<file path="config.mk">
export PLATFORM = sky130hd
export DESIGN_NAME = window_rms_mean_last
export DESIGN_NICKNAME = d
export VERILOG_FILES = /design/src/hdl/wrm_pkg.sv /design/src/hdl/wrm_ctrl.sv /design/src/hdl/wrm_dp.sv /design/src/hdl/window_rms_mean_last.sv
export SDC_FILE = /design/constraint.sdc
export NUM_CORES = 1
export LEC_CHECK = 0
export CORE_MARGIN = 4
export CORE_UTILIZATION = 40
export DETAILED_ROUTE_END_ITERATION = 8
export DONT_BUFFER_PORTS = 1
export PLACE_DENSITY = 0.51
export SLEW_MARGIN = 20
export SYNTH_ARGS = -nofsm -noshare
export SYNTH_HDL_FRONTEND = slang
export SYNTH_SLANG_ARGS = --single-unit
</file>
<file path="constraint.sdc">
create_clock -name clk -period 9.4 [get_ports clk]
set_clock_uncertainty 0.2 [all_clocks]
set_input_delay 1.41 -clock clk [delete_from_list [all_inputs] [get_ports clk]]
set_output_delay 1.41 -clock clk [all_outputs]
set_load 0.02 [all_outputs]
</file>
<file path="src/hdl/wrm_pkg.sv">
`timescale 1ns / 1ps

package wrm_pkg;

    // ADC code width and full-scale value
    localparam int ADC_W          = 12;
    localparam int ADC_FULL_SCALE = 4095;
    localparam int ROOT_STEPS     = 12;
    localparam int ROOT_IDX_W     = 4;

    // default window depth
    localparam int MAX_WINDOW_DEF = 1024;

    // calc_mode codes
    localparam logic [1:0] MODE_LATEST = 2'd0;
    localparam logic [1:0] MODE_RMS    = 2'd1;
    localparam logic [1:0] MODE_MEAN   = 2'd2;

    // input item
    typedef struct packed {
        logic [ADC_W-1:0] sample;
        logic             is_last;
    } in_item_t;

    // result item
    typedef struct packed {
        logic [ADC_W-1:0] value;
        logic             overflow;
    } result_t;

    // controller to datapath commands
    typedef struct packed {
        logic                  accept;
        logic                  load;
        logic                  div_step;
        logic                  root_step;
        logic [ROOT_IDX_W-1:0] root_idx;
        logic                  finish;
    } dp_cmd_t;

    // datapath to controller status
    typedef struct packed {
        logic use_div;
        logic use_root;
    } dp_status_t;

    // sample count width, holds 0..max_window
    function automatic int cnt_width(int max_window);
        return $clog2(max_window + 1);
    endfunction

    // sum of samples width
    function automatic int sum_width(int max_window);
        return $clog2(longint'(max_window) * longint'(ADC_FULL_SCALE) + 64'd1);
    endfunction

    // sum of squares width, also the divider width
    function automatic int sq_width(int max_window);
        return $clog2(longint'(max_window) * longint'(ADC_FULL_SCALE)
                      * longint'(ADC_FULL_SCALE) + 64'd1);
    endfunction

endpackage

</file>
<file path="src/hdl/wrm_ctrl.sv">
`timescale 1ns / 1ps

module wrm_ctrl #(
    parameter int MAX_WINDOW = wrm_pkg::MAX_WINDOW_DEF
) (
    input  logic                 clk,
    input  logic                 rst_n,
    input  logic                 start,
    input  logic                 item_last,
    input  wrm_pkg::dp_status_t  status,
    output wrm_pkg::dp_cmd_t     cmd,
    output logic                 busy
);
    import wrm_pkg::*;

    localparam int DIV_W   = sq_width(MAX_WINDOW);
    localparam int DCNT_W  = $clog2(DIV_W);

    localparam logic [2:0] ST_IDLE   = 3'd0;
    localparam logic [2:0] ST_LOAD   = 3'd1;
    localparam logic [2:0] ST_DIV    = 3'd2;
    localparam logic [2:0] ST_ROOT   = 3'd3;
    localparam logic [2:0] ST_FINISH = 3'd4;

    logic [2:0]            state_reg, state_next;
    logic [DCNT_W-1:0]     dcnt_reg, dcnt_next;
    logic [ROOT_IDX_W-1:0] ridx_reg, ridx_next;

    // next state
    always_comb
    begin
        state_next = state_reg;
        dcnt_next  = dcnt_reg;
        ridx_next  = ridx_reg;
        case (state_reg)
            ST_IDLE:
            begin
                if (start && item_last)
                begin
                    state_next = ST_LOAD;
                end
            end
            ST_LOAD:
            begin
                if (status.use_div || status.use_root)
                begin
                    state_next = ST_DIV;
                    dcnt_next  = DCNT_W'(DIV_W - 1);
                end
                else
                begin
                    state_next = ST_FINISH;
                end
            end
            ST_DIV:
            begin
                if (dcnt_reg == '0)
                begin
                    if (status.use_root)
                    begin
                        state_next = ST_ROOT;
                        ridx_next  = ROOT_IDX_W'(ROOT_STEPS - 1);
                    end
                    else
                    begin
                        state_next = ST_FINISH;
                    end
                end
                else
                begin
                    dcnt_next = dcnt_reg - 1'b1;
                end
            end
            ST_ROOT:
            begin
                if (ridx_reg == '0)
                begin
                    state_next = ST_FINISH;
                end
                else
                begin
                    ridx_next = ridx_reg - 1'b1;
                end
            end
            ST_FINISH:
            begin
                state_next = ST_IDLE;
            end
            default:
            begin
                state_next = ST_IDLE;
            end
        endcase
    end

    // state registers
    always_ff @(posedge clk or negedge rst_n)
    begin
        if (!rst_n)
        begin
            state_reg <= ST_IDLE;
            dcnt_reg  <= '0;
            ridx_reg  <= '0;
        end
        else
        begin
            state_reg <= state_next;
            dcnt_reg  <= dcnt_next;
            ridx_reg  <= ridx_next;
        end
    end

    // commands
    assign busy          = (state_reg != ST_IDLE);
    assign cmd.accept    = start && (state_reg == ST_IDLE);
    assign cmd.load      = (state_reg == ST_LOAD);
    assign cmd.div_step  = (state_reg == ST_DIV);
    assign cmd.root_step = (state_reg == ST_ROOT);
    assign cmd.root_idx  = ridx_reg;
    assign cmd.finish    = (state_reg == ST_FINISH);

    // checks
    a_last_starts: assert property (@(posedge clk) disable iff (!rst_n)
        (start && !busy && item_last) |=> (state_reg == ST_LOAD))
        else $error("window end did not start computation");

    a_div_runs: assert property (@(posedge clk) disable iff (!rst_n)
        (state_reg == ST_DIV && dcnt_reg != '0) |=> (state_reg == ST_DIV))
        else $error("divider left before last step");

    a_finish_once: assert property (@(posedge clk) disable iff (!rst_n)
        cmd.finish |=> (!cmd.finish && !busy))
        else $error("finish not followed by idle");

endmodule

</file>
<file path="src/hdl/wrm_dp.sv">
`timescale 1ns / 1ps

module wrm_dp #(
    parameter int MAX_WINDOW = wrm_pkg::MAX_WINDOW_DEF
) (
    input  logic                 clk,
    input  logic                 rst_n,
    input  logic                 calc_mode_we,
    input  logic [1:0]           calc_mode_data,
    input  wrm_pkg::in_item_t    item,
    input  wrm_pkg::dp_cmd_t     cmd,
    output wrm_pkg::dp_status_t  status,
    output wrm_pkg::result_t     result,
    output logic                 result_valid
);
    import wrm_pkg::*;

    localparam int CNT_W = cnt_width(MAX_WINDOW);
    localparam int SUM_W = sum_width(MAX_WINDOW);
    localparam int DIV_W = sq_width(MAX_WINDOW);
    localparam int SQ_W  = 2 * ADC_W;

    logic [1:0]       mode_reg;
    logic [CNT_W-1:0] count_reg;
    logic [SUM_W-1:0] sum_reg;
    logic [DIV_W-1:0] sq_reg;
    logic [ADC_W-1:0] latest_reg;
    logic             dropped_reg;
    logic [CNT_W:0]   rem_reg, rem_next;
    logic [DIV_W-1:0] dq_reg, dq_next;
    logic [ADC_W-1:0] root_reg, root_next;
    result_t          res_reg, res_next;
    logic             res_valid_reg;

    logic [SQ_W-1:0]  sample_sq;
    logic             has_room;
    logic [CNT_W:0]   rem_sh;
    logic             rem_ge;
    logic [ADC_W-1:0] trial;
    logic [SQ_W-1:0]  trial_sq;

    // config register
    always_ff @(posedge clk or negedge rst_n)
    begin
        if (!rst_n)
        begin
            mode_reg <= MODE_LATEST;
        end
        else if (calc_mode_we)
        begin
            mode_reg <= calc_mode_data;
        end
    end

    assign status.use_div  = (mode_reg == MODE_RMS) || (mode_reg == MODE_MEAN);
    assign status.use_root = (mode_reg == MODE_RMS);

    // window accumulators
    assign sample_sq = item.sample * item.sample;
    assign has_room  = (count_reg < CNT_W'(MAX_WINDOW));

    always_ff @(posedge clk or negedge rst_n)
    begin
        if (!rst_n)
        begin
            count_reg   <= '0;
            sum_reg     <= '0;
            sq_reg      <= '0;
            latest_reg  <= '0;
            dropped_reg <= 1'b0;
        end
        else if (cmd.finish)
        begin
            count_reg   <= '0;
            sum_reg     <= '0;
            sq_reg      <= '0;
            latest_reg  <= '0;
            dropped_reg <= 1'b0;
        end
        else if (cmd.accept)
        begin
            if (has_room)
            begin
                count_reg  <= count_reg + 1'b1;
                sum_reg    <= sum_reg + SUM_W'(item.sample);
                sq_reg     <= sq_reg + DIV_W'(sample_sq);
                latest_reg <= item.sample;
            end
            else
            begin
                dropped_reg <= 1'b1;
            end
        end
    end

    // restoring divider, one quotient bit per step
    assign rem_sh = {rem_reg[CNT_W-1:0], dq_reg[DIV_W-1]};
    assign rem_ge = (rem_sh >= {1'b0, count_reg});

    // root trial, one bit per step
    assign trial    = root_reg | (ADC_W'(1) << cmd.root_idx);
    assign trial_sq = trial * trial;

    always_comb
    begin
        rem_next  = rem_reg;
        dq_next   = dq_reg;
        root_next = root_reg;
        if (cmd.load)
        begin
            rem_next  = '0;
            dq_next   = (mode_reg == MODE_RMS) ? sq_reg : DIV_W'(sum_reg);
            root_next = '0;
        end
        else if (cmd.div_step)
        begin
            rem_next = rem_ge ? (rem_sh - {1'b0, count_reg}) : rem_sh;
            dq_next  = {dq_reg[DIV_W-2:0], rem_ge};
        end
        else if (cmd.root_step)
        begin
            if (trial_sq <= dq_reg[SQ_W-1:0])
            begin
                root_next = trial;
            end
        end
    end

    always_ff @(posedge clk)
    begin
        rem_reg  <= rem_next;
        dq_reg   <= dq_next;
        root_reg <= root_next;
    end

    // result select
    always_comb
    begin
        res_next.overflow = dropped_reg;
        case (mode_reg)
            MODE_LATEST: res_next.value = latest_reg;
            MODE_RMS:    res_next.value = root_reg;
            MODE_MEAN:   res_next.value = dq_reg[ADC_W-1:0];
            default:     res_next.value = '0;
        endcase
    end

    always_ff @(posedge clk)
    begin
        if (cmd.finish)
        begin
            res_reg <= res_next;
        end
    end

    always_ff @(posedge clk or negedge rst_n)
    begin
        if (!rst_n)
        begin
            res_valid_reg <= 1'b0;
        end
        else
        begin
            res_valid_reg <= cmd.finish;
        end
    end

    assign result       = res_reg;
    assign result_valid = res_valid_reg;

    // checks
    a_count_bound: assert property (@(posedge clk) disable iff (!rst_n)
        (count_reg <= CNT_W'(MAX_WINDOW)))
        else $error("sample count above window depth");

    a_clear: assert property (@(posedge clk) disable iff (!rst_n)
        cmd.finish |=> (count_reg == '0 && !dropped_reg && result_valid))
        else $error("window not cleared on result transfer");

    a_full_drop: assert property (@(posedge clk) disable iff (!rst_n)
        (cmd.accept && !has_room) |=> dropped_reg)
        else $error("drop flag missed on full window");

endmodule

</file>
<file path="src/hdl/window_rms_mean_last.sv">
`timescale 1ns / 1ps
// The result strobe follows the finish state: mean and RMS pass through the divider, RMS
// then through the square root, and latest-sample mode goes from load straight to finish;
// DIV_W (34 at 1024) is the width of the bit-serial divider, and the square root has 12 steps.
// Throughput: one sample per cycle while busy is low; busy is high from window end to the strobe.
// Reset clears all window state and calc_mode to latest-sample; the receiver cannot stall.
module window_rms_mean_last #(
    parameter int MAX_WINDOW = wrm_pkg::MAX_WINDOW_DEF
) (
    input  logic               clk,
    input  logic               rst_n,
    input  logic               start,
    output logic               busy,
    input  wrm_pkg::in_item_t  item,
    input  logic               calc_mode_we,
    input  logic [1:0]         calc_mode_data,
    output wrm_pkg::result_t   result,
    output logic               result_valid
);
    import wrm_pkg::*;

    dp_cmd_t    cmd;
    dp_status_t status;

    // sequencer
    wrm_ctrl #(
        .MAX_WINDOW (MAX_WINDOW)
    ) u_ctrl (
        .clk       (clk),
        .rst_n     (rst_n),
        .start     (start),
        .item_last (item.is_last),
        .status    (status),
        .cmd       (cmd),
        .busy      (busy)
    );

    // accumulators, divider and root unit
    wrm_dp #(
        .MAX_WINDOW (MAX_WINDOW)
    ) u_dp (
        .clk            (clk),
        .rst_n          (rst_n),
        .calc_mode_we   (calc_mode_we),
        .calc_mode_data (calc_mode_data),
        .item           (item),
        .cmd            (cmd),
        .status         (status),
        .result         (result),
        .result_valid   (result_valid)
    );

endmodule

</file>
==> Implementation_results.wiki <==
{| class="wikitable"
! Metric !! Value
|-
| Count of pins over their slew limit || 0
|-
| Number of synthesized flops with an enable pin || 47
|-
| Floorplan row count || 75
|-
| Cell with the largest stage delay on the worst path || a21oi_1
|-
| DIE AREA || 0.0465 mm²
|-
| Most used cells in the layout excluding fill and tap cells || inv_1, nand2_1, fa_1
|-
| Sort of element at the end of the critical path || flop
|-
| Via count of the first global-routing pass || 13300
|-
| TritonCTS Buffers || 17
|-
| Number of clock sinks || 166
|-
| Critical path class || reg -> reg
|-
| Final antenna-violating net count || 0
|-
| Total negative slack || 0 ns
|-
| Arr. time, crit path || 8.85 ns
|-
| Total power divided by cell area || 341 mW/mm²
|-
| Static power due to leakage || 0.00936 µW
|-
| Ratio of final minimum period to clock period || 92.2%
|-
| Path type of the worst min-delay path || reg -> reg
|-
| Post-place instance area || 0.0178 mm²
|-
| Last weighted congestion value of the routability-driven placer || 0.871
|-
| Length of the first detailed-routing pass in iterations || 7
|-
| Post-cts repair resize count || 0
|-
| Die Y-Extent || 216 µm
|-
| Count of max-cap constraint violations || 0
|-
| Largest driver fanout on the critical path || 12
|-
| Run status || finished clean
|-
| First DRT Iteration DRCs || 845
|-
| Post-route minimum period || 8.67 ns
|-
| Post-synthesis area per instance || 9.19 µm²
|-
| Worst hold path startpoint || u_dp.dropped_reg$_DFFE_PN0P_
|-
| Global-route wire length before repair || 71300 µm
|-
| Origin of the critical flop-to-flop path || u_ctrl.ridx_reg[1]$_DFFE_PN0P_
|-
| Global-route total usage across every layer || 18.9%
|-
| Highest attainable clock frequency || 0.115 GHz
|-
| TritonCTS clock tree || built
|-
| Relative area change from synthesis to final layout || 6.48%
|-
| Cell family with the largest share of critical-path delay || adder cells
|-
| Post-Syn Nets || 2257
|-
| Remaining global-route overflow || 0
|-
| Worst voltage drop across the vdd grid || 168 µV
|-
| Port Buf Inserts || 0
|-
| Area of the mapped netlist || 0.0172 mm²
|-
| Count of final setup violators || 0
|-
| Via count || 12500
|-
| Vias per inst || 5.21
|-
| Clock transition time at the flip-flop clock pins of the worst setup and hold paths || 0.07 ns
|-
| Measured slew at the worst slew-check pin || 1.04 ns
|-
| Share of synthesized flip-flops with an asynchronous set or reset || 57.8%
|-
| CTS max path bufs || 2
|-
| Cell occurring most often along the worst timing path || fa_1
|-
| Total core area || 0.0422 mm²
|-
| Worst-case hold slack || 0.259 ns
|-
| Area of all placed cells without fillers || 0.0184 mm²
|-
| Number of primary I/O pins || 34
|-
| Number of DRC violations after detailed routing || 0
|-
| Number of antenna violations at the first check in global routing || 0
|-
| Number of setup buffers added after CTS || 0
|-
| Clock root buffer master || clkbuf_16
|-
| Largest stage delay on the critical path || 0.58 ns
|-
| Maximum number of pins on one net before global-route repair || 97
|-
| Count of nets after finishing || 2229
|-
| Most common library cell in the layout ignoring fill and taps || inv_1
|-
| Syn. warnings || 0
|-
| Floorplan die width || 216 µm
|-
| Category of the worst setup path launch point || flop
|-
| Wire length per cell after detailed routing || 17.7 µm
|-
| Estimated wirelength of the detail-placed design || 33700 µm
|-
| Post-synthesis cell count || 1876
|-
| Distinct cells, synth || 69
|-
| Fraction of final layout cells with drive strength greater than 1 || 3.28%
|-
| Initial core utilization || 40.8%
|-
| Data required time of the worst path || 9.58 ns
|-
| Setup repair after global routing missed its margin || no
|-
| Synth Flop Type || dfrtp_1
|-
| Fraction of the yosys area taken by sequential cells || 24.8%
|-
| Final wirelength || 42500 µm
|-
| Depth of the CTS H-tree || 4
|-
| Number of hold buffers added after cts || 0
|-
| CP Buf/Inv Count || 4
|-
| Synth Register Bits || 166
|-
| Rel. slew slack || 30.8%
|-
| Critical path origin || u_ctrl.ridx_reg[1]$_DFFE_PN0P_
|-
| Worst-skew pair later-pin latency || 0.45 ns
|-
| Number of hold violations in the final report || 0
|}
per-layer routing:
layer / part of all wire, % / global-route usage [%]
met1: 49 / 26.5
met2: 47 / 32.1
met3: 2.8 / 2.45
met4: 0.71 / 3.07
met5: 0 / 0
synth_stat cells, types with 3 or more instances:
library cell,n,share of area [%]
o21ai_0,100,2.9
or3_1,9,0.33
a31oi_1,7,0.25
nor3_1,19,0.55
dfxtp_1,23,2.7
buf_1,4,0.087
nand4_1,12,0.44
nand2b_1,15,0.54
a21oi_1,82,2.4
o21bai_1,7,0.30
a222oi_1,12,0.70
nor4_1,3,0.11
mux2i_1,30,1.7
clkbuf_1,54,1.2
xnor2_1,52,2.6
o22ai_1,3,0.11
xor2_1,37,1.9
o211a_1,14,0.81
and2_1,45,1.6
o21ai_1,8,0.23
a21o_1,45,2.0
nor2b_1,14,0.51
edfxtp_1,47,8.2
a21boi_0,3,0.13
clkinv_1,4,0.087
o21a_1,10,0.44
a22o_1,4,0.20
fa_1,185,21
ha_1,177,13
a211oi_1,7,0.30
or2_2,4,0.15
o211ai_1,5,0.22
nor2_1,124,2.7
o31ai_1,11,0.48
and3_1,4,0.15
dfrtp_1,96,14
inv_1,315,6.9
nand3_1,65,1.9
nand2_1,185,4.0
path summary, 6_finish.rpt:
kind	end	cells past startpoint	slack, ns
setup reg to reg	u_dp.root_reg[1]$_SDFFE_PP0P_	25	0.73
max in group asynchronous	u_dp.sq_reg[33]$_DFFE_PN0P_	0	8.38
setup / recovery	u_dp.root_reg[1]$_SDFFE_PP0P_	25	0.73
hold reg to reg	u_dp.result[0]$_DFFE_PP_	0	0.26
min in group asynchronous	u_dp.result_valid$_DFF_PN0_	0	0.46
hold / removal	u_dp.result[0]$_DFFE_PP_	0	0.26
where the power goes:
group / switching (µW) / leakage, µW / total, µW / internal (µW)
Sequential: 237 / 0.00187 / 1310 / 1070
Combinational: 2530 / 0.00722 / 4270 / 1740
Clock: 312 / 0.000268 / 679 / 367
Total: 3080 / 0.00936 / 6250 / 3170
cells by family after synthesis:
logic type,share of synthesized area (%)
compound gates,12.8
buf+inv,8.30
xor+xnor,4.52
simple gates,13.4
fa+ha+maj,34.3
mux,1.87
flops,24.8
stage by stage:
| stage | util [%] | total power, µW | setup WS, ns | cells |
|---|---|---|---|---|
| after detailed placement | 42.1 | 5580 | 0.472 | 2367 |
| after global routing | 43.5 | 6920 | 0.201 | 2400 |
| final | 43.5 | 6250 | 0.730 | 2401 |
| after CTS | 43.4 | 6290 | 0.415 | 2399 |
| after global placement | 42.1 | 5530 | 0.782 | 2367 |
| after floorplan | - | 4590 | 1.78 | 1876 |
area by class of cell:
| cell class | instances | area, µm² |
|---|---|---|
| diodes | 1 | 2.50 |
| clock buffers | 18 | 429 |
| clock inverters | 14 | 126 |
| fillers | 4202 | 23900 |
| inverters | 320 | 1200 |
| multi-input cells | 1331 | 11500 |
| flip-flops and latches | 166 | 4270 |
| well taps | 539 | 674 |
| repair buffers | 12 | 93.8 |
No activity file was read; power rests on OpenSTA's default activity.
